<file path="src/hdl/srfc_pkg.sv">
// Package for the sensor reply frame checker: item kinds, opcodes, frame
// constants, verdict and LED codes, and the structs passed between modules.
// No dependencies.
`timescale 1ns / 1ps

package srfc_pkg;

  // Kind of one queued item after classification by the front end.
  typedef enum logic [1:0] {
    KIND_CMD  = 2'd0,
    KIND_BYTE = 2'd1,
    KIND_LAST = 2'd2
  } kind_t;

  typedef struct packed {
    kind_t      kind;
    logic [7:0] data;
  } op_t;

  typedef enum logic [2:0] {
    VERDICT_BAD_HEADER = 3'd0,
    VERDICT_SUCCESS    = 3'd1,
    VERDICT_FAILURE    = 3'd2,
    VERDICT_PROGRESS   = 3'd3,
    VERDICT_NO_ACTION  = 3'd4
  } verdict_t;

  typedef enum logic [1:0] {
    LED_NONE  = 2'd0,
    LED_GREEN = 2'd1,
    LED_RED   = 2'd2
  } led_t;

  typedef struct packed {
    verdict_t    verdict;
    led_t        led;
    logic        door;
    logic [15:0] id;
    logic [15:0] score;
    logic [7:0]  confirm;
  } res_t;

  // Command opcodes.
  localparam logic [7:0] OP_NONE       = 8'h00;
  localparam logic [7:0] OP_IDENTIFY   = 8'h32;
  localparam logic [7:0] OP_ENROLL     = 8'h31;
  localparam logic [7:0] OP_CANCEL     = 8'h30;
  localparam logic [7:0] OP_READ_INDEX = 8'h1F;
  localparam logic [7:0] OP_LED        = 8'h3C;

  // Frame layout.
  localparam logic [7:0] HDR_BYTE0      = 8'hEF;
  localparam logic [7:0] HDR_BYTE1      = 8'h01;
  localparam logic [7:0] STEP_FINAL     = 8'h06;
  localparam logic [7:0] STEP_ARG_FINAL = 8'hF2;
  localparam logic [7:0] LEN_IDENTIFY   = 8'd17;
  localparam logic [7:0] LEN_ENROLL     = 8'd14;
  localparam logic [7:0] LEN_CANCEL     = 8'd12;
  localparam logic [7:0] LEN_MIN        = 8'd2;
  localparam logic [7:0] SUM_START      = 8'd8;
  localparam logic [7:0] IDX_HDR0       = 8'd0;
  localparam logic [7:0] IDX_HDR1       = 8'd1;
  localparam logic [7:0] IDX_CONFIRM    = 8'd9;
  localparam logic [7:0] IDX_STEP_KIND  = 8'd10;
  localparam logic [7:0] IDX_ID_HI      = 8'd11;
  localparam logic [7:0] IDX_ID_LO      = 8'd12;
  localparam logic [7:0] IDX_SCORE_HI   = 8'd13;
  localparam logic [7:0] IDX_SCORE_LO   = 8'd14;
  localparam logic [7:0] COUNT_MAX      = 8'd255;

endpackage

</file>
<file path="src/hdl/srfc_back.sv">
// Frame engine of the sensor reply frame checker: tracks the pending opcode,
// counts, sums and captures reply bytes, and judges each frame at its last
// byte. Uses srfc_pkg.
`timescale 1ns / 1ps

module srfc_back
  import srfc_pkg::*;
(
  input  logic clk,
  input  logic rst,
  input  logic op_valid,
  output logic op_ready,
  input  op_t  op,
  output logic res_push,
  input  logic res_full,
  output res_t res
);

  logic [7:0]  pending_command;
  logic [7:0]  byte_count;
  logic [15:0] running_sum;
  logic        header_good;
  logic [7:0]  older_tail_byte;
  logic [7:0]  newer_tail_byte;
  logic [7:0]  confirm_capture;
  logic [7:0]  step_kind_capture;
  logic [7:0]  step_arg_capture;
  logic [15:0] id_capture;
  logic [15:0] score_capture;

  logic [7:0]  byte_count_next;
  logic [15:0] running_sum_next;
  logic        header_good_next;
  logic [7:0]  confirm_next;
  logic [7:0]  step_kind_next;
  logic [7:0]  step_arg_next;
  logic [15:0] id_next;
  logic [15:0] score_next;
  logic [7:0]  pending_next;
  logic        sum_ok;
  logic        take;
  logic [7:0]  b;

  assign b        = op.data;
  assign op_ready = (op.kind != KIND_LAST) || !res_full;
  assign take     = op_valid && op_ready;
  assign res_push = take && (op.kind == KIND_LAST);

  // Effect of the current byte on the frame state.
  always_comb begin
    running_sum_next = running_sum;
    if (byte_count >= SUM_START) running_sum_next = running_sum + {8'd0, older_tail_byte};
    header_good_next = header_good;
    if (byte_count == IDX_HDR0 && b != HDR_BYTE0) header_good_next = 1'b0;
    if (byte_count == IDX_HDR1 && b != HDR_BYTE1) header_good_next = 1'b0;
    confirm_next   = (byte_count == IDX_CONFIRM) ? b : confirm_capture;
    step_kind_next = (byte_count == IDX_STEP_KIND) ? b : step_kind_capture;
    step_arg_next  = (byte_count == IDX_ID_HI) ? b : step_arg_capture;
    id_next        = id_capture;
    if (byte_count == IDX_ID_HI) id_next = {b, 8'd0};
    if (byte_count == IDX_ID_LO) id_next = {id_capture[15:8], b};
    score_next     = score_capture;
    if (byte_count == IDX_SCORE_HI) score_next = {b, 8'd0};
    if (byte_count == IDX_SCORE_LO) score_next = {score_capture[15:8], b};
    byte_count_next = (byte_count < COUNT_MAX) ? byte_count + 8'd1 : byte_count;
  end

  // Verdict of a frame that ends with the current byte. The two tail bytes
  // after this byte are the old newer tail byte and the byte itself.
  always_comb begin
    sum_ok       = (running_sum_next == {newer_tail_byte, b});
    res.verdict  = VERDICT_NO_ACTION;
    res.led      = LED_NONE;
    res.door     = 1'b0;
    res.id       = 16'd0;
    res.score    = 16'd0;
    res.confirm  = confirm_next;
    pending_next = pending_command;
    if (!header_good_next || byte_count_next < LEN_MIN) begin
      res.verdict = VERDICT_BAD_HEADER;
    end else begin
      case (pending_command)
        OP_IDENTIFY: begin
          if (byte_count_next == LEN_IDENTIFY && sum_ok && confirm_next == 8'd0) begin
            res.verdict = VERDICT_SUCCESS;
            res.led     = LED_GREEN;
            res.door    = 1'b1;
            res.id      = id_next;
            res.score   = score_next;
          end else begin
            res.verdict = VERDICT_FAILURE;
            res.led     = LED_RED;
          end
        end
        OP_ENROLL: begin
          if (byte_count_next != LEN_ENROLL) begin
            res.verdict = VERDICT_FAILURE;
            res.led     = LED_RED;
          end else if (step_kind_next == STEP_FINAL && step_arg_next == STEP_ARG_FINAL) begin
            res.verdict = VERDICT_SUCCESS;
            res.led     = LED_GREEN;
          end else if (confirm_next == 8'd0) begin
            res.verdict = VERDICT_PROGRESS;
          end else begin
            res.verdict = VERDICT_FAILURE;
            res.led     = LED_RED;
          end
        end
        OP_CANCEL: begin
          if (byte_count_next == LEN_CANCEL) begin
            res.verdict = VERDICT_SUCCESS;
            res.led     = LED_GREEN;
          end else begin
            res.verdict = VERDICT_FAILURE;
          end
        end
        OP_READ_INDEX: begin
          if (sum_ok && confirm_next == 8'd0) begin
            res.verdict = VERDICT_SUCCESS;
            res.led     = LED_GREEN;
          end else begin
            res.verdict = VERDICT_FAILURE;
            res.led     = LED_RED;
          end
        end
        default: begin
          pending_next = OP_NONE;
        end
      endcase
    end
    if (res.led != LED_NONE) pending_next = OP_LED;
  end

  always_ff @(posedge clk) begin
    if (rst) begin
      pending_command   <= OP_NONE;
      byte_count        <= 8'd0;
      running_sum       <= 16'd0;
      header_good       <= 1'b1;
      older_tail_byte   <= 8'd0;
      newer_tail_byte   <= 8'd0;
      confirm_capture   <= 8'd0;
      step_kind_capture <= 8'd0;
      step_arg_capture  <= 8'd0;
      id_capture        <= 16'd0;
      score_capture     <= 16'd0;
    end else if (take) begin
      case (op.kind)
        KIND_CMD: begin
          pending_command <= op.data;
        end
        KIND_BYTE: begin
          byte_count        <= byte_count_next;
          running_sum       <= running_sum_next;
          header_good       <= header_good_next;
          older_tail_byte   <= newer_tail_byte;
          newer_tail_byte   <= b;
          confirm_capture   <= confirm_next;
          step_kind_capture <= step_kind_next;
          step_arg_capture  <= step_arg_next;
          id_capture        <= id_next;
          score_capture     <= score_next;
        end
        KIND_LAST: begin
          pending_command   <= pending_next;
          byte_count        <= 8'd0;
          running_sum       <= 16'd0;
          header_good       <= 1'b1;
          older_tail_byte   <= 8'd0;
          newer_tail_byte   <= 8'd0;
          confirm_capture   <= 8'd0;
          step_kind_capture <= 8'd0;
          step_arg_capture  <= 8'd0;
          id_capture        <= 16'd0;
          score_capture     <= 16'd0;
        end
        default: begin
          pending_command <= pending_command;
        end
      endcase
    end
  end

  a_no_push_when_full: assert property (@(posedge clk) disable iff (rst)
    res_push |-> !res_full)
    else $error("result pushed into a full queue");

  a_door_needs_success: assert property (@(posedge clk) disable iff (rst)
    (res_push && res.door) |-> (res.verdict == VERDICT_SUCCESS && res.led == LED_GREEN))
    else $error("door opened without identify success");

  a_frame_cleared: assert property (@(posedge clk) disable iff (rst)
    res_push |=> (byte_count == 8'd0 && running_sum == 16'd0 && header_good))
    else $error("frame state not cleared after last byte");

  a_led_sets_pending: assert property (@(posedge clk) disable iff (rst)
    (res_push && res.led != LED_NONE) |=> (pending_command == OP_LED))
    else $error("LED command did not become pending");

endmodule

</file>
<file path="config.mk">
export PLATFORM = sky130hd
export DESIGN_NAME = srfc_back
export DESIGN_NICKNAME = d
export VERILOG_FILES = /design/src/hdl/srfc_pkg.sv /design/src/hdl/srfc_back.sv
export SDC_FILE = /design/constraint.sdc
export NUM_CORES = 1
export LEC_CHECK = 0
export BUFFER_PORTS_ARGS = -buffer_cell sky130_fd_sc_hd__buf_4
export CORE_AREA = 2 2 126 128
export DETAILED_ROUTE_END_ITERATION = 6
export DIE_AREA = 0 0 128 130
export GPL_TIMING_DRIVEN = 1
export PLACE_DENSITY = 0.6
export SLEW_MARGIN = 20
export SYNTH_ARGS = -nofsm -noshare
export SYNTH_HDL_FRONTEND = slang
export SYNTH_SLANG_ARGS = --single-unit
export TNS_END_PERCENT = 30
</file>
<file path="constraint.sdc">
create_clock -name clk -period 4.45 [get_ports clk]
set_input_delay 0.89 -clock clk [delete_from_list [all_inputs] [get_ports clk]]
set_output_delay 0.89 -clock clk [all_outputs]
set_load 0.03 [all_outputs]
</file>
# After elaboration in Yosys (flattened, before gate mapping)
# Cells that the tools add are included.
[op_classes]
muxes = 38
n_reduce_logical = 21
eq_ne = 24
addsub = 2
order_cmp = 3
[op_table]
columns = ["cell", "count"]
rows = [
  ["case mux 8 bit (2 select lines)", 7],
  ["case mux 16 bit (2 select lines)", 3],
  ["two-way mux 16 bit", 5],
  ["two-way mux 33 bit", 2],
  ["equality test 8 x 4 -> 1 bit (second input constant)", 7],
  ["two-way mux 8 bit", 7],
  ["two-way mux 35 bit", 1],
  ["equality test 8 x 6 -> 1 bit (second input constant)", 3],
  ["case mux 5 bit (4 select lines)", 1],
  ["adder 16 x 8 -> 16 bit", 1],
  ["equality test 16 bit", 1],
  ["equality test 8 x 5 -> 1 bit (second input constant)", 2],
  ["zero test 8 bit", 2],
  ["two-way mux 5 bit", 2],
  ["adder 8 x 1 -> 8 bit (second input constant)", 1],
  ["equality test 8 x 1 -> 1 bit (second input constant)", 1],
  ["equality test 8 x 3 -> 1 bit (second input constant)", 1],
  ["equality test 8 bit (second input constant)", 1],
  ["greater-or-equal comparator 8 x 4 -> 1 bit (second input constant)", 1],
  ["logical AND 1 bit", 8],
  ["less-than comparator 8 x 2 -> 1 bit (second input constant)", 1],
  ["less-than comparator 8 bit (second input constant)", 1],
  ["two-way mux 4 bit", 2],
  ["!= test 8 x 1 -> 1 bit (second input constant)", 1],
  ["other kinds (17)", 26],
]
[totals]
register_bits = 105
elab_cells = 99

# Logic depth before layout (Yosys ltp)
[depth]
depth_word = 11
ltp_mapped = 13
depth_no_buf = 13

# Worst setup path before layout
# No wires, ideal clock.
[synth_path]
path_type = "reg2out"
from = "register running_sum[0]"
to = "output port res[35] (netlist bit)"
arrival_time_ns = 3.614
required_time_ns = 3.560
path_stages_with_launch = 14
setup_slack_ns = -0.054
path_cell_list = "dfxtp_1 ha_1 inv_1 fa_1 nand2b_1 a21oi_1 o21ai_0 or4b_1 a31oi_1 o21ai_0 nor3_1 nand4b_1 clkbuf_1 a21oi_1"
[synth_lines]
columns = ["element", "line_no", "source"]
rows = [
  ["from (decl)", "srfc_back.sv:21", "logic [15:0] running_sum;"],
  ["from (signal assigned)", "srfc_back.sv:154", "running_sum <= running_sum_next;"],
  ["to (decl)", "srfc_back.sv:16", "output res_t res"],
]

==> impl_metrics.py <==
metrics = {
    "synth": {
        "synth_edf_count": 0,
        "syn_area_mm2": 0.00646,
        "netlist_instances": 844,
        "async_reset_ff_frac": 0,
        "yosysSeqAreaShare": 0.325,
        "ys.flop_type": "dfxtp_1",
        "ys_types": 87,
        "synth_area_per_cell_um2": 7.66,
        "syn_nets": 873,
        "yosys_register_bits": 105,
        "synth-warning-count": 0,
    },
    "cts": {
        "numCtsBuffers": 9,
        "root_buffer": "clkbuf_16",
        "cts_max_level": 3,
        "clk_latency_ns": 0.36,
        "path_clk_slew_ns": 0.08,
        "cts_sinks": 105,
        "clk_path_buf_depth": 2,
        "cts_tree": "done",
    },
    "route": {
        "routed_wl_um": 21500,
        "drtIter0Drc": 627,
        "first_pass_iters": 5,
        "vias": 6631,
        "avgRoutedWirePerCell_um": 19.4,
        "drcViolationCount": 0,
        "route.antenna.remaining_nets": 0,
        "via_per_inst": 5.98,
    },
    "run_status": {
        "status": "finished clean",
    },
    "global_route": {
        "grt_pass1_vias": 6162,
        "busiest_layer": "met2",
        "grt_antenna_before_repair": 0,
        "grt.met2_usage": 0.407,
        "grt_use_met3": 0.0447,
        "grt_pass1_wl_um": 33700,
        "grt_usage": 0.258,
        "grt_max_degree": 55,
        "overflow": 0,
        "gr-usage-met1": 0.357,
    },
    "power_and_ir_drop": {
        "switching_share": 0.283,
        "p_comb_frac": 0.106,
        "power_frac_seq": 0.489,
        "p_clk_frac": 0.405,
        "total_power_mw": 1.96,
        "intPower_mw": 1.41,
        "power_leakage_nw": 2.85,
        "p_switching_mw": 0.555,
        "power_density_mw_per_mm2": 247,
        "ir_drop_mv": 0.194,
    },
    "run": {
        "drv_cap": 0,
    },
    "critical_path": {
        "critPathArrivalTime_ns": 3.52,
        "cp_slowest_stage_delay_ns": 0.39,
        "crit_fanout": 3,
        "cp-start-kind": "flip-flop",
        "cp-end-kind": "output port",
        "critical_path_class": "reg2out",
        "cp_cell_sequence": "ha_4 -> inv_2 -> fa_2 -> nand2b_4 -> buf_6 -> a21oi_4 -> xnor2_2 -> o31ai_2 -> a2111oi_2 -> nand4_1 -> buf_4 -> o32a_1 -> a21oi_1 -> nor2_1 -> buf_4",
        "crit_top_cell": "buf_4",
        "reg2reg_setup_slack_ns": 0.74,
        "crit_slowest_cell": "fa_2",
        "worstPathRequired_ns": 3.56,
    },
    "final_layout": {
        "final_common_cell": "nor2_1",
        "drive_above_1_share": 0.232,
        "multi_input_area_mm2": 0.00437,
        "num-fill-cells": 1532,
        "stdcell_count": 1109,
        "regArea_mm2": 0.00211,
        "areaGrowthSynthToFinish_pct": 22.8,
        "mostFrequentLayoutCells": "nor2_1, buf_4, dfxtp_1",
        "reg_top3": "id_capture: 16 flops, running_sum: 16 flops, score_capture: 16 flops",
        "final_cell_area_mm2": 0.00793,
        "num_antenna_cells": 0,
        "fin_nets": 941,
    },
    "sta": {
        "slew_headroom": 0.324,
        "hold_violations": 0,
        "rsz0062_at_grt": "true",
        "fin_setup_tns_ns": 0,
        "fmax_mhz": 227,
        "tightest_slew_ns": 1.01,
        "finalSetupViolations": 0,
        "min_period_ns": 4.41,
        "finalMaxSlewViolations": 0,
        "period_share": 0.991,
        "fin_skew_ns": 0.00968,
    },
    "die": {
        "fp.dieH_um": 130,
        "coreArea_mm2": 0.0154,
        "chipWidth_um": 128,
        "dieArea_mm2": 0.0166,
        "ios": 62,
        "start_util": 0.419,
        "row_count": 46,
    },
    "placement": {
        "dp.cells": 1086,
        "placed_area_mm2": 0.00726,
        "globalplace.congestion": 0.892,
        "port_buffers": 61,
        "hpwlAfterDp_um": 14400,
    },
    "hold_path": {
        "min_path_type": "reg2reg",
    },
}
## critical path: cells and delay by family (launching register included)
kind,cells,cell delay [ns]
DFF,1,0.37
xor gates and xnor gates,1,0.16
buffers and inverters,4,0.54
adders and majority gates,2,0.54
AOI/OAI and AO/OA,5,1.11
and+or+nand+nor,3,0.46
## worst paths after layout
kind	depth (start not counted)	start	endpoint
setup reg to reg	16	older_tail_byte[0]	pending_command[3]
setup / recovery	15	older_tail_byte[0]	res[44]
hold reg to reg	2	step_arg_capture[1]	step_arg_capture[1]
hold / removal	2	step_arg_capture[1]	step_arg_capture[1]
## synth_stat cells (all sizes together) (2+ instances only)
library cell	number	area (µm²)
nor2	129	492
nand4	11	68.8
o31ai	4	30.0
inv	14	55.1
a21o	4	30.0
nand2	97	367
buf	10	66.3
or4	2	22.5
and3b	2	18.8
and2	7	45.1
nor3	18	106
xnor2	11	96.3
a31oi	5	31.3
o211ai	8	70.1
and3	13	81.3
nand4b	3	26.3
o221ai	5	43.8
nor2b	12	75.1
and4	2	17.5
dfxtp	105	2100
nand3	26	148
mux2i	11	110
a22oi	67	503
o21a	4	30.0
or2	4	27.5
or4b	2	20.0
or3	5	33.8
o211a	3	30.0
nand3b	4	30.0
o311ai	2	17.5
o21ai	32	160
nor4	10	77.6
a21oi	82	414
xor3	2	47.6
ha	14	175
a32oi	2	17.5
clkbuf	45	180
a2111oi	3	26.3
nand2b	11	68.8
mux2	9	101
xor2	5	43.8
o22ai	3	18.8
a21boi	3	22.5
nor3b	12	90.1
## power by group through the flow
stage	Sequential, mW	Combinational, mW	Clock, mW
floorplan	0.977	0.116	0
global placement	0.981	0.192	0
detailed placement	0.981	0.193	0
CTS	0.959	0.198	0.806
global route	0.961	0.222	0.839
finish	0.959	0.208	0.793
## metal layers
layer | vias to the layer above | share of wire
met2 | 248 | 0.46
met5 | - | 0
met3 | 42 | 0.055
met4 | 0 | 0.025
met1 | 3160 | 0.46
li1 | 3181 | -
## kinds of logic after synthesis
kind of cell               share of synthesized area
muxes                                         0.0327
and+or+nand+nor                                0.288
adders and majority gates                     0.0302
DFF                                            0.325
AOI/OAI and AO/OA                              0.247
buffers and inverters                         0.0472
xor gates and xnor gates                      0.0290
## layout make-up
cell class	instances	share of cell area
clock inverters	6	0.00773
inverters	15	0.00741
clock buffers	10	0.0289
repair buffers	112	0.109
well taps	192	0.0303
flip-flops and latches	105	0.266
multi-input cells	669	0.550
## stage by stage
step | setup WS [ns] | hold WS (ns) | util
finish | 0.0386 | 0.454 | 0.514
global route | -0.111 | 0.471 | 0.514
CTS | 0.000627 | 0.455 | 0.501
detailed placement | -0.0701 | 0.444 | 0.470
global placement | 0.0545 | 0.440 | 0.470
floorplan | -0.0537 | 0.431 | -
## what timing repair did
action / CTS / global route
setup buffers: 4 / 3
endpoints found under the setup margin: 37 / 37
resized for setup: 33 / 41
endpoints found under the hold margin: 0 / 0
pin swaps: 14 / 16
gates cloned: 0 / 0
hold buffers: 0 / 0
No activity file was read; power rests on OpenSTA's default activity.
